<file path="config.mk">
export PLATFORM = sky130hd
export DESIGN_NAME = hid_report_key_event_diff_unit
export DESIGN_NICKNAME = d
export VERILOG_FILES = /design/src/hw/rtl/hkd_pkg.sv /design/src/hw/rtl/hkd_diff.sv /design/src/hw/rtl/hkd_emit.sv /design/src/hw/rtl/hid_report_key_event_diff_unit.sv
export SDC_FILE = /design/constraint.sdc
export NUM_CORES = 1
export LEC_CHECK = 0
export BUFFER_PORTS_ARGS = -buffer_cell sky130_fd_sc_hd__buf_2
export CAP_MARGIN = 20
export CELL_PAD_IN_SITES_DETAIL_PLACEMENT = 0
export CELL_PAD_IN_SITES_GLOBAL_PLACEMENT = 1
export CORE_UTILIZATION = 54
export DETAILED_ROUTE_END_ITERATION = 8
export MAX_ROUTING_LAYER = met4
export PLACE_DENSITY_LB_ADDON = 0.1
export SLEW_MARGIN = 15
export SYNTH_ARGS = -nofsm -noshare
export SYNTH_HDL_FRONTEND = slang
export SYNTH_HIERARCHICAL = 1
export SYNTH_SLANG_ARGS = --single-unit
</file>
<file path="constraint.sdc">
create_clock -name clk -period 14.7 [get_ports clk]
set_input_delay 1.47 -clock clk [delete_from_list [all_inputs] [get_ports clk]]
set_output_delay 1.47 -clock clk [all_outputs]
set_load 0.03 [all_outputs]
</file>
<file path="src/hw/rtl/hkd_pkg.sv">
package hkd_pkg;

    localparam int KEY_SLOTS      = 6;
    localparam int PEND_W         = 2 * KEY_SLOTS + 1;
    localparam int ERR_BIT        = 2 * KEY_SLOTS;

    localparam logic [7:0] FIRST_KEY_CODE = 8'd4;
    localparam logic [7:0] MOD_CTRL_MASK  = 8'h11;
    localparam logic [7:0] MOD_SHIFT_MASK = 8'h22;
    localparam logic [7:0] MOD_ALT_MASK   = 8'hCC;

    typedef logic [7:0]                      key_t;
    typedef logic [KEY_SLOTS-1:0][7:0]       key_array_t;
    typedef logic [2*KEY_SLOTS-1:0][7:0]     code_array_t;
    typedef logic [PEND_W-1:0]               pend_t;

    typedef enum logic [1:0] {
        EV_RELEASE = 2'd0,
        EV_PRESS   = 2'd1,
        EV_ERROR   = 2'd2
    } event_kind_t;

    typedef struct packed {
        logic shift;
        logic ctrl;
        logic alt;
    } mods_t;

endpackage

</file>
<file path="src/hw/rtl/hkd_diff.sv">
// Compares a report against the stored one and builds the pending event mask:
// bits [KEY_SLOTS-1:0] releases, [2*KEY_SLOTS-1:KEY_SLOTS] presses, top bit error.
module hkd_diff
    import hkd_pkg::*;
(
    input  key_array_t now_keys,
    input  key_array_t prev_keys,
    output logic       err,
    output pend_t      pend
);

    logic [KEY_SLOTS-1:0] rel_mask;
    logic [KEY_SLOTS-1:0] prs_mask;

    assign err = (now_keys[0] != 8'd0) && (now_keys[0] < FIRST_KEY_CODE);

    always_comb
    begin
        rel_mask = '0;
        prs_mask = '0;
        for (int i = 0; i < KEY_SLOTS; i++)
        begin
            logic in_now;
            logic in_prev;
            in_now  = 1'b0;
            in_prev = 1'b0;
            for (int j = 0; j < KEY_SLOTS; j++)
            begin
                if (now_keys[j] == prev_keys[i])
                begin
                    in_now = 1'b1;
                end
                if (prev_keys[j] == now_keys[i])
                begin
                    in_prev = 1'b1;
                end
            end
            rel_mask[i] = (prev_keys[i] >= FIRST_KEY_CODE) && !in_now;
            prs_mask[i] = (now_keys[i] >= FIRST_KEY_CODE) && !in_prev;
        end
    end

    // an error report carries only the error bit
    assign pend = err ? {1'b1, {(2*KEY_SLOTS){1'b0}}} : {1'b0, prs_mask, rel_mask};

endmodule

</file>
<file path="src/hw/rtl/hkd_emit.sv">
// Drains the pending event mask lowest bit first into the output register,
// one word per cycle while that register is empty or its word is taken.
module hkd_emit
    import hkd_pkg::*;
(
    input  logic         clk,
    input  logic         rst_n,
    input  logic         load,
    input  pend_t        load_pend,
    input  code_array_t  load_codes,
    input  mods_t        load_mods,
    output logic         free,
    output logic         out_valid,
    input  logic         out_ready,
    output logic [1:0]   event_kind,
    output logic [7:0]   key_code,
    output logic         shift_flag,
    output logic         ctrl_flag,
    output logic         alt_flag,
    output logic         last_event
);

    pend_t        pend_reg;
    pend_t        pend_next;
    code_array_t  codes_reg;
    mods_t        mods_reg;
    logic         out_valid_reg;
    logic         out_valid_next;
    event_kind_t  kind_reg;
    key_t         code_reg;
    mods_t        omods_reg;
    logic         last_reg;

    pend_t        pick;
    pend_t        rest;
    logic         pend_any;
    logic         emit_go;
    key_t         sel_code;
    event_kind_t  sel_kind;

    assign pend_any = |pend_reg;
    assign pick     = pend_reg & (~pend_reg + pend_t'(1));
    assign rest     = pend_reg & ~pick;
    assign emit_go  = pend_any && (!out_valid_reg || out_ready);
    assign free     = !pend_any || (emit_go && (rest == '0));

    always_comb
    begin
        sel_code = '0;
        for (int i = 0; i < 2 * KEY_SLOTS; i++)
        begin
            if (pick[i])
            begin
                sel_code = sel_code | codes_reg[i];
            end
        end
        if (pick[ERR_BIT])
        begin
            sel_kind = EV_ERROR;
        end
        else if (|pick[2*KEY_SLOTS-1:KEY_SLOTS])
        begin
            sel_kind = EV_PRESS;
        end
        else
        begin
            sel_kind = EV_RELEASE;
        end
    end

    always_comb
    begin
        pend_next = emit_go ? rest : pend_reg;
        if (load)
        begin
            pend_next = load_pend;
        end
        if (emit_go)
        begin
            out_valid_next = 1'b1;
        end
        else if (out_ready)
        begin
            out_valid_next = 1'b0;
        end
        else
        begin
            out_valid_next = out_valid_reg;
        end
    end

    always_ff @(posedge clk or negedge rst_n)
    begin
        if (!rst_n)
        begin
            pend_reg      <= '0;
            out_valid_reg <= 1'b0;
        end
        else
        begin
            pend_reg      <= pend_next;
            out_valid_reg <= out_valid_next;
        end
    end

    always_ff @(posedge clk)
    begin
        if (load)
        begin
            codes_reg <= load_codes;
            mods_reg  <= load_mods;
        end
        if (emit_go)
        begin
            kind_reg  <= sel_kind;
            code_reg  <= sel_code;
            omods_reg <= mods_reg;
            last_reg  <= (rest == '0);
        end
    end

    assign out_valid  = out_valid_reg;
    assign event_kind = kind_reg;
    assign key_code   = code_reg;
    assign shift_flag = omods_reg.shift;
    assign ctrl_flag  = omods_reg.ctrl;
    assign alt_flag   = omods_reg.alt;
    assign last_event = last_reg;

    // error word never shares a run with key events
    a_err_alone: assert property (@(posedge clk) disable iff (!rst_n)
        pend_reg[ERR_BIT] |-> (pend_reg[2*KEY_SLOTS-1:0] == '0))
        else $error("error bit pending together with key events");

    // an emitted word retires exactly its own pending bit
    a_retire: assert property (@(posedge clk) disable iff (!rst_n)
        emit_go && !load |=> pend_reg == ($past(pend_reg) & ~$past(pick)))
        else $error("pending mask not retired correctly");

    // a new run is taken only once the current one is finished
    a_load_free: assert property (@(posedge clk) disable iff (!rst_n)
        load |-> (!pend_any || (emit_go && (rest == '0))))
        else $error("run loaded over pending events");

    // error word always carries code zero and closes its run
    a_err_word: assert property (@(posedge clk) disable iff (!rst_n)
        out_valid_reg && (kind_reg == EV_ERROR) |-> (code_reg == '0) && last_reg)
        else $error("malformed error word");

endmodule

</file>
<file path="src/hw/rtl/hid_report_key_event_diff_unit.sv">
// HID boot keyboard report differ. Each input word is one boot report (modifier
// byte plus six key slots). The report is registered, compared against the key
// slots of the previous accepted non-error report, and the resulting events come
// out one word per cycle while out_ready allows: first releases in stored-slot
// order, then presses in new-slot order, the final word of a report flagged by
// last_event. A report with 1..3 in key_slot_0 gives a single error word
// (event_kind 2, key_code 0) and leaves the stored slots alone; a report
// that changes nothing gives no words but still replaces the stored slots.
// Shift/ctrl/alt flags follow the report's own modifier byte (gui counts as
// alt). A report gives N (0..12) events and holds the event emitter until its
// last word moves into the single output register; the next report is compared
// and loaded in the cycle that last word leaves the emitter, so reports causing
// at most one event stream at one per cycle while out_ready allows. A report
// passes the input register and the pending mask before its first word reaches
// the output register. No clearing pass after reset.
module hid_report_key_event_diff_unit
    import hkd_pkg::*;
(
    input  logic        clk,
    input  logic        rst_n,
    input  logic        in_valid,
    output logic        in_ready,
    input  logic [7:0]  modifier_bits,
    input  logic [7:0]  key_slot_0,
    input  logic [7:0]  key_slot_1,
    input  logic [7:0]  key_slot_2,
    input  logic [7:0]  key_slot_3,
    input  logic [7:0]  key_slot_4,
    input  logic [7:0]  key_slot_5,
    output logic        out_valid,
    input  logic        out_ready,
    output logic [1:0]  event_kind,
    output logic [7:0]  key_code,
    output logic        shift_flag,
    output logic        ctrl_flag,
    output logic        alt_flag,
    output logic        last_event
);

    // input register
    logic        in_full_reg;
    logic        in_full_next;
    key_array_t  slots_reg;
    mods_t       mods_reg;

    // key slots of the last accepted non-error report
    key_array_t  prev_keys_reg;

    logic        load;
    logic        emit_free;
    logic        diff_err;
    pend_t       diff_pend;
    mods_t       in_mods;
    logic        in_take;

    assign in_mods.shift = |(modifier_bits & MOD_SHIFT_MASK);
    assign in_mods.ctrl  = |(modifier_bits & MOD_CTRL_MASK);
    assign in_mods.alt   = |(modifier_bits & MOD_ALT_MASK);

    // report moves into the emitter once the previous run is done or is draining its last word
    assign load     = in_full_reg && emit_free;
    assign in_ready = !in_full_reg || load;
    assign in_take  = in_valid && in_ready;

    always_comb
    begin
        if (in_take)
        begin
            in_full_next = 1'b1;
        end
        else if (load)
        begin
            in_full_next = 1'b0;
        end
        else
        begin
            in_full_next = in_full_reg;
        end
    end

    always_ff @(posedge clk or negedge rst_n)
    begin
        if (!rst_n)
        begin
            in_full_reg   <= 1'b0;
            prev_keys_reg <= '0;
        end
        else
        begin
            in_full_reg <= in_full_next;
            // an error report leaves the stored slots untouched
            if (load && !diff_err)
            begin
                prev_keys_reg <= slots_reg;
            end
        end
    end

    always_ff @(posedge clk)
    begin
        if (in_take)
        begin
            slots_reg[0] <= key_slot_0;
            slots_reg[1] <= key_slot_1;
            slots_reg[2] <= key_slot_2;
            slots_reg[3] <= key_slot_3;
            slots_reg[4] <= key_slot_4;
            slots_reg[5] <= key_slot_5;
            mods_reg     <= in_mods;
        end
    end

    hkd_diff u_diff (
        .now_keys  (slots_reg),
        .prev_keys (prev_keys_reg),
        .err       (diff_err),
        .pend      (diff_pend)
    );

    // low half of the code array: stored slots (releases), high half: new slots (presses)
    hkd_emit u_emit (
        .clk        (clk),
        .rst_n      (rst_n),
        .load       (load),
        .load_pend  (diff_pend),
        .load_codes ({slots_reg, prev_keys_reg}),
        .load_mods  (mods_reg),
        .free       (emit_free),
        .out_valid  (out_valid),
        .out_ready  (out_ready),
        .event_kind (event_kind),
        .key_code   (key_code),
        .shift_flag (shift_flag),
        .ctrl_flag  (ctrl_flag),
        .alt_flag   (alt_flag),
        .last_event (last_event)
    );

endmodule

</file>
==> flow_metrics.tcl <==
set metrics [dict create \
    rsz0062_at_grt "false" \
    regArea_sq_um 6500 \
    timing.rr.start "u_emit/pend_reg[3]$_DFFE_PN0P_" \
    setup_viol_count_final 0 \
    coreArea_sq_um 22100 \
    setup.worst_path.start "u_emit/pend_reg[3]$_DFFE_PN0P_" \
    r2r_cells 7 \
    crit_path_start_kind "flip-flop" \
    synth_warnings 6 \
    final_cell_area_sq_um 13200 \
    worstMarginPinSlew_ns 1.04 \
    path_buf_inv 1 \
    syn-cell-area_sq_um 12400 \
    grt-ovfl-total 0 \
    critPathKind "reg -> out" \
    drive_gt1_share_pct 17.9 \
    cts_max_path_buffers 3 \
    slowest_delay_ns 0.57 \
    synthCells 1012 \
    cts_resized 0 \
    synth_area_leaders "edfxtp_1 40%, dfrtp_1 13%, xor2_1 11%" \
    viasPerCell 6.40 \
    initial_core_util_pct 55.9 \
    slew_violations 0 \
    ys_top_cells_by_count "164 x edfxtp_1, 160 x xor2_1, 128 x xnor2_1, 77 x buf_2, 63 x dfrtp_1" \
    grt_max_degree 91 \
    synth_top_area_share_pct 39.9 \
    die_area_sq_um 23500 \
    port_buffers 75 \
    area_growth_pct 6.71 \
    crit_chain "nor4_4 -> nand2_2 -> a2111oi_2 -> o32ai_1 -> o31ai_1 -> nand2b_1 -> buf_2" \
    postPlaceCellArea_sq_um 12400 \
    r2r_slack_ns 10.52 \
    drt_iter0_drc 854 \
    detail-route-antenna-nets 0 \
    cts_setup_buffers 0 \
    async_flop_share_pct 27.8 \
    vias 8264 \
    ys.flop_type "edfxtp_1" \
    dr.pass1.iters 5 \
    avgSynthCellArea_sq_um 12.2 \
    cp_top_family "simple AND/OR/NAND/NOR gates" \
    cpMaxStageDelayCell "dfrtp_1" \
    dieHeight_um 153 \
    hold_viol_final 0 \
    clk_pin_slew_ns 0.06 \
    r2r-end "u_emit/codes_reg[5]$_DFFE_PP_" \
    largest_reg_flops 96 \
    p_leak_nw 4.74 \
    grt_pass1_wl_um 52800 \
    grt_util_all_layers_pct 32.2 \
    io_pins 76 \
    synth_top_cell_by_area "edfxtp_1" \
    cts_root_buffer "clkbuf_16" \
    num_antenna_cells 0 \
    critPathArrivalTime_ns 3.26 \
    max_slew_margin_pct 30.7 \
    syn-num-nets 1072 \
    tns_ns 0 \
    antenna_found_initial 0 \
    cts_tree "yes" \
    endpoint "in_ready" \
    fin_skew_ns 0.0149 \
    numCtsBuffers 24 \
    ir_drop_mv 0.148 \
    power_density_nw_per_um2 245 \
    htree_levels 1 \
    nNetsFinal 1056 \
    dp_hpwl_um 23800 \
    status "completed" \
    fmax_mhz 211 \
    totalWireLength_um 36500 \
    fin_crit_sh_pct 32.2 \
    max_cap_violations 0 \
    timing.final.ws_setup_ns 9.97 \
    cts_sinks 227 \
    yosysMostFrequentCell "edfxtp_1" \
    worst_ep_required_time_ns 13.23 \
    cp-end-kind "primary output" \
    synthDistinctLibCells 52 \
    hp-class "reg -> reg" \
    die_x_um 153 \
    cp.depth 7 \
    crit_fanout 13 \
    place_ws_ns 10.61 \
    period_needed_ns 4.73 \
    insertion_delay_ns 0.54 \
    n_fill_cell 1794 \
    drc_errors 0 \
    grt_pass1_vias 7907 \
    ys_seq_area_share_pct 52.6 \
    ys_ff_latch 227 \
    place.gp.congestion 0.937 \
    multi_input_area_sq_um 5160 \
    wl_per_cell_um 28.3 \
    row_count 54 \
    ctsHoldBuffers 0 \
    synth_edf_count 164 \
]
[layer usage]
metal / up-vias / wire length, um / global-route usage (%) / part of all wire, %
li1: 3591 / - / - / -
met2: 454 / 16000 / 47.1 / 44
met5: - / 0 / - / 0
met3: 115 / 3210 / 6.41 / 8.8
met1: 4104 / 15500 / 43.6 / 43
met4: 0 / 1770 / 14.2 / 4.9
[power by group]
| part | internal [mW] | switching [mW] |
|---|---|---|
| Clock | 0.334 | 0.249 |
| Combinational | 0.544 | 0.520 |
| Sequential | 0.989 | 0.599 |
| Total | 1.87 | 1.37 |
[area by class of cell]
class	instances	share of cell area, %
sequential	227	49.3
multi-input combinational	661	39.2
clock buffer	28	4.67
timing repair buffer	79	3.08
tap	280	2.66
clock inverter	13	0.997
inverter	3	0.0854
[metrics by stage]
step	power, mW	util, %	instances	hold WS (ns)
global route	3.36	59.7	1291	0.436
finish	3.24	59.7	1291	0.420
global placement	2.60	56.3	1250	0.404
detailed placement	2.62	56.3	1250	0.408
floorplan	2.29	-	1012	0.400
CTS	3.21	59.7	1291	0.422
[cells in the final DEF (no fill, tap or decap), types with 28 or more instances in the layout]
cell type / Yosys / layout
nand4_1: 41 / 41
xor2_1: 160 / 160
nand2_1: 50 / 50
xnor2_1: 128 / 128
nor4_1: 51 / 51
buf_2: 77 / 75
mux2_2: 28 / 28
edfxtp_1: 164 / 164
dfrtp_1: 63 / 63
[how the worst min path moves through the flow]
stage | from | to | slack, ns | cells past startpoint
after floorplan | u_emit/mods_reg[0]$_DFFE_PP_ | u_emit/alt_flag$_DFFE_PP_ | 0.40 | 0
after global placement | u_emit/mods_reg[2]$_DFFE_PP_ | u_emit/shift_flag$_DFFE_PP_ | 0.40 | 0
after detailed placement | u_emit/mods_reg[0]$_DFFE_PP_ | u_emit/alt_flag$_DFFE_PP_ | 0.41 | 0
after CTS | u_emit/mods_reg[0]$_DFFE_PP_ | u_emit/alt_flag$_DFFE_PP_ | 0.42 | 0
after global routing | u_emit/mods_reg[1]$_DFFE_PP_ | u_emit/ctrl_flag$_DFFE_PP_ | 0.44 | 0
final | u_emit/mods_reg[2]$_DFFE_PP_ | u_emit/shift_flag$_DFFE_PP_ | 0.42 | 0
[kinds of logic after synthesis]
group	after synthesis	synth area share (%)
xor gates and xnor gates	288	20.4
DFF	227	52.6
and+or+nand+nor	218	9.98
buffers and inverters	124	5.58
AOI/OAI and AO/OA	107	6.39
muxes	48	4.98
Power figures use the tool's default switching activity.
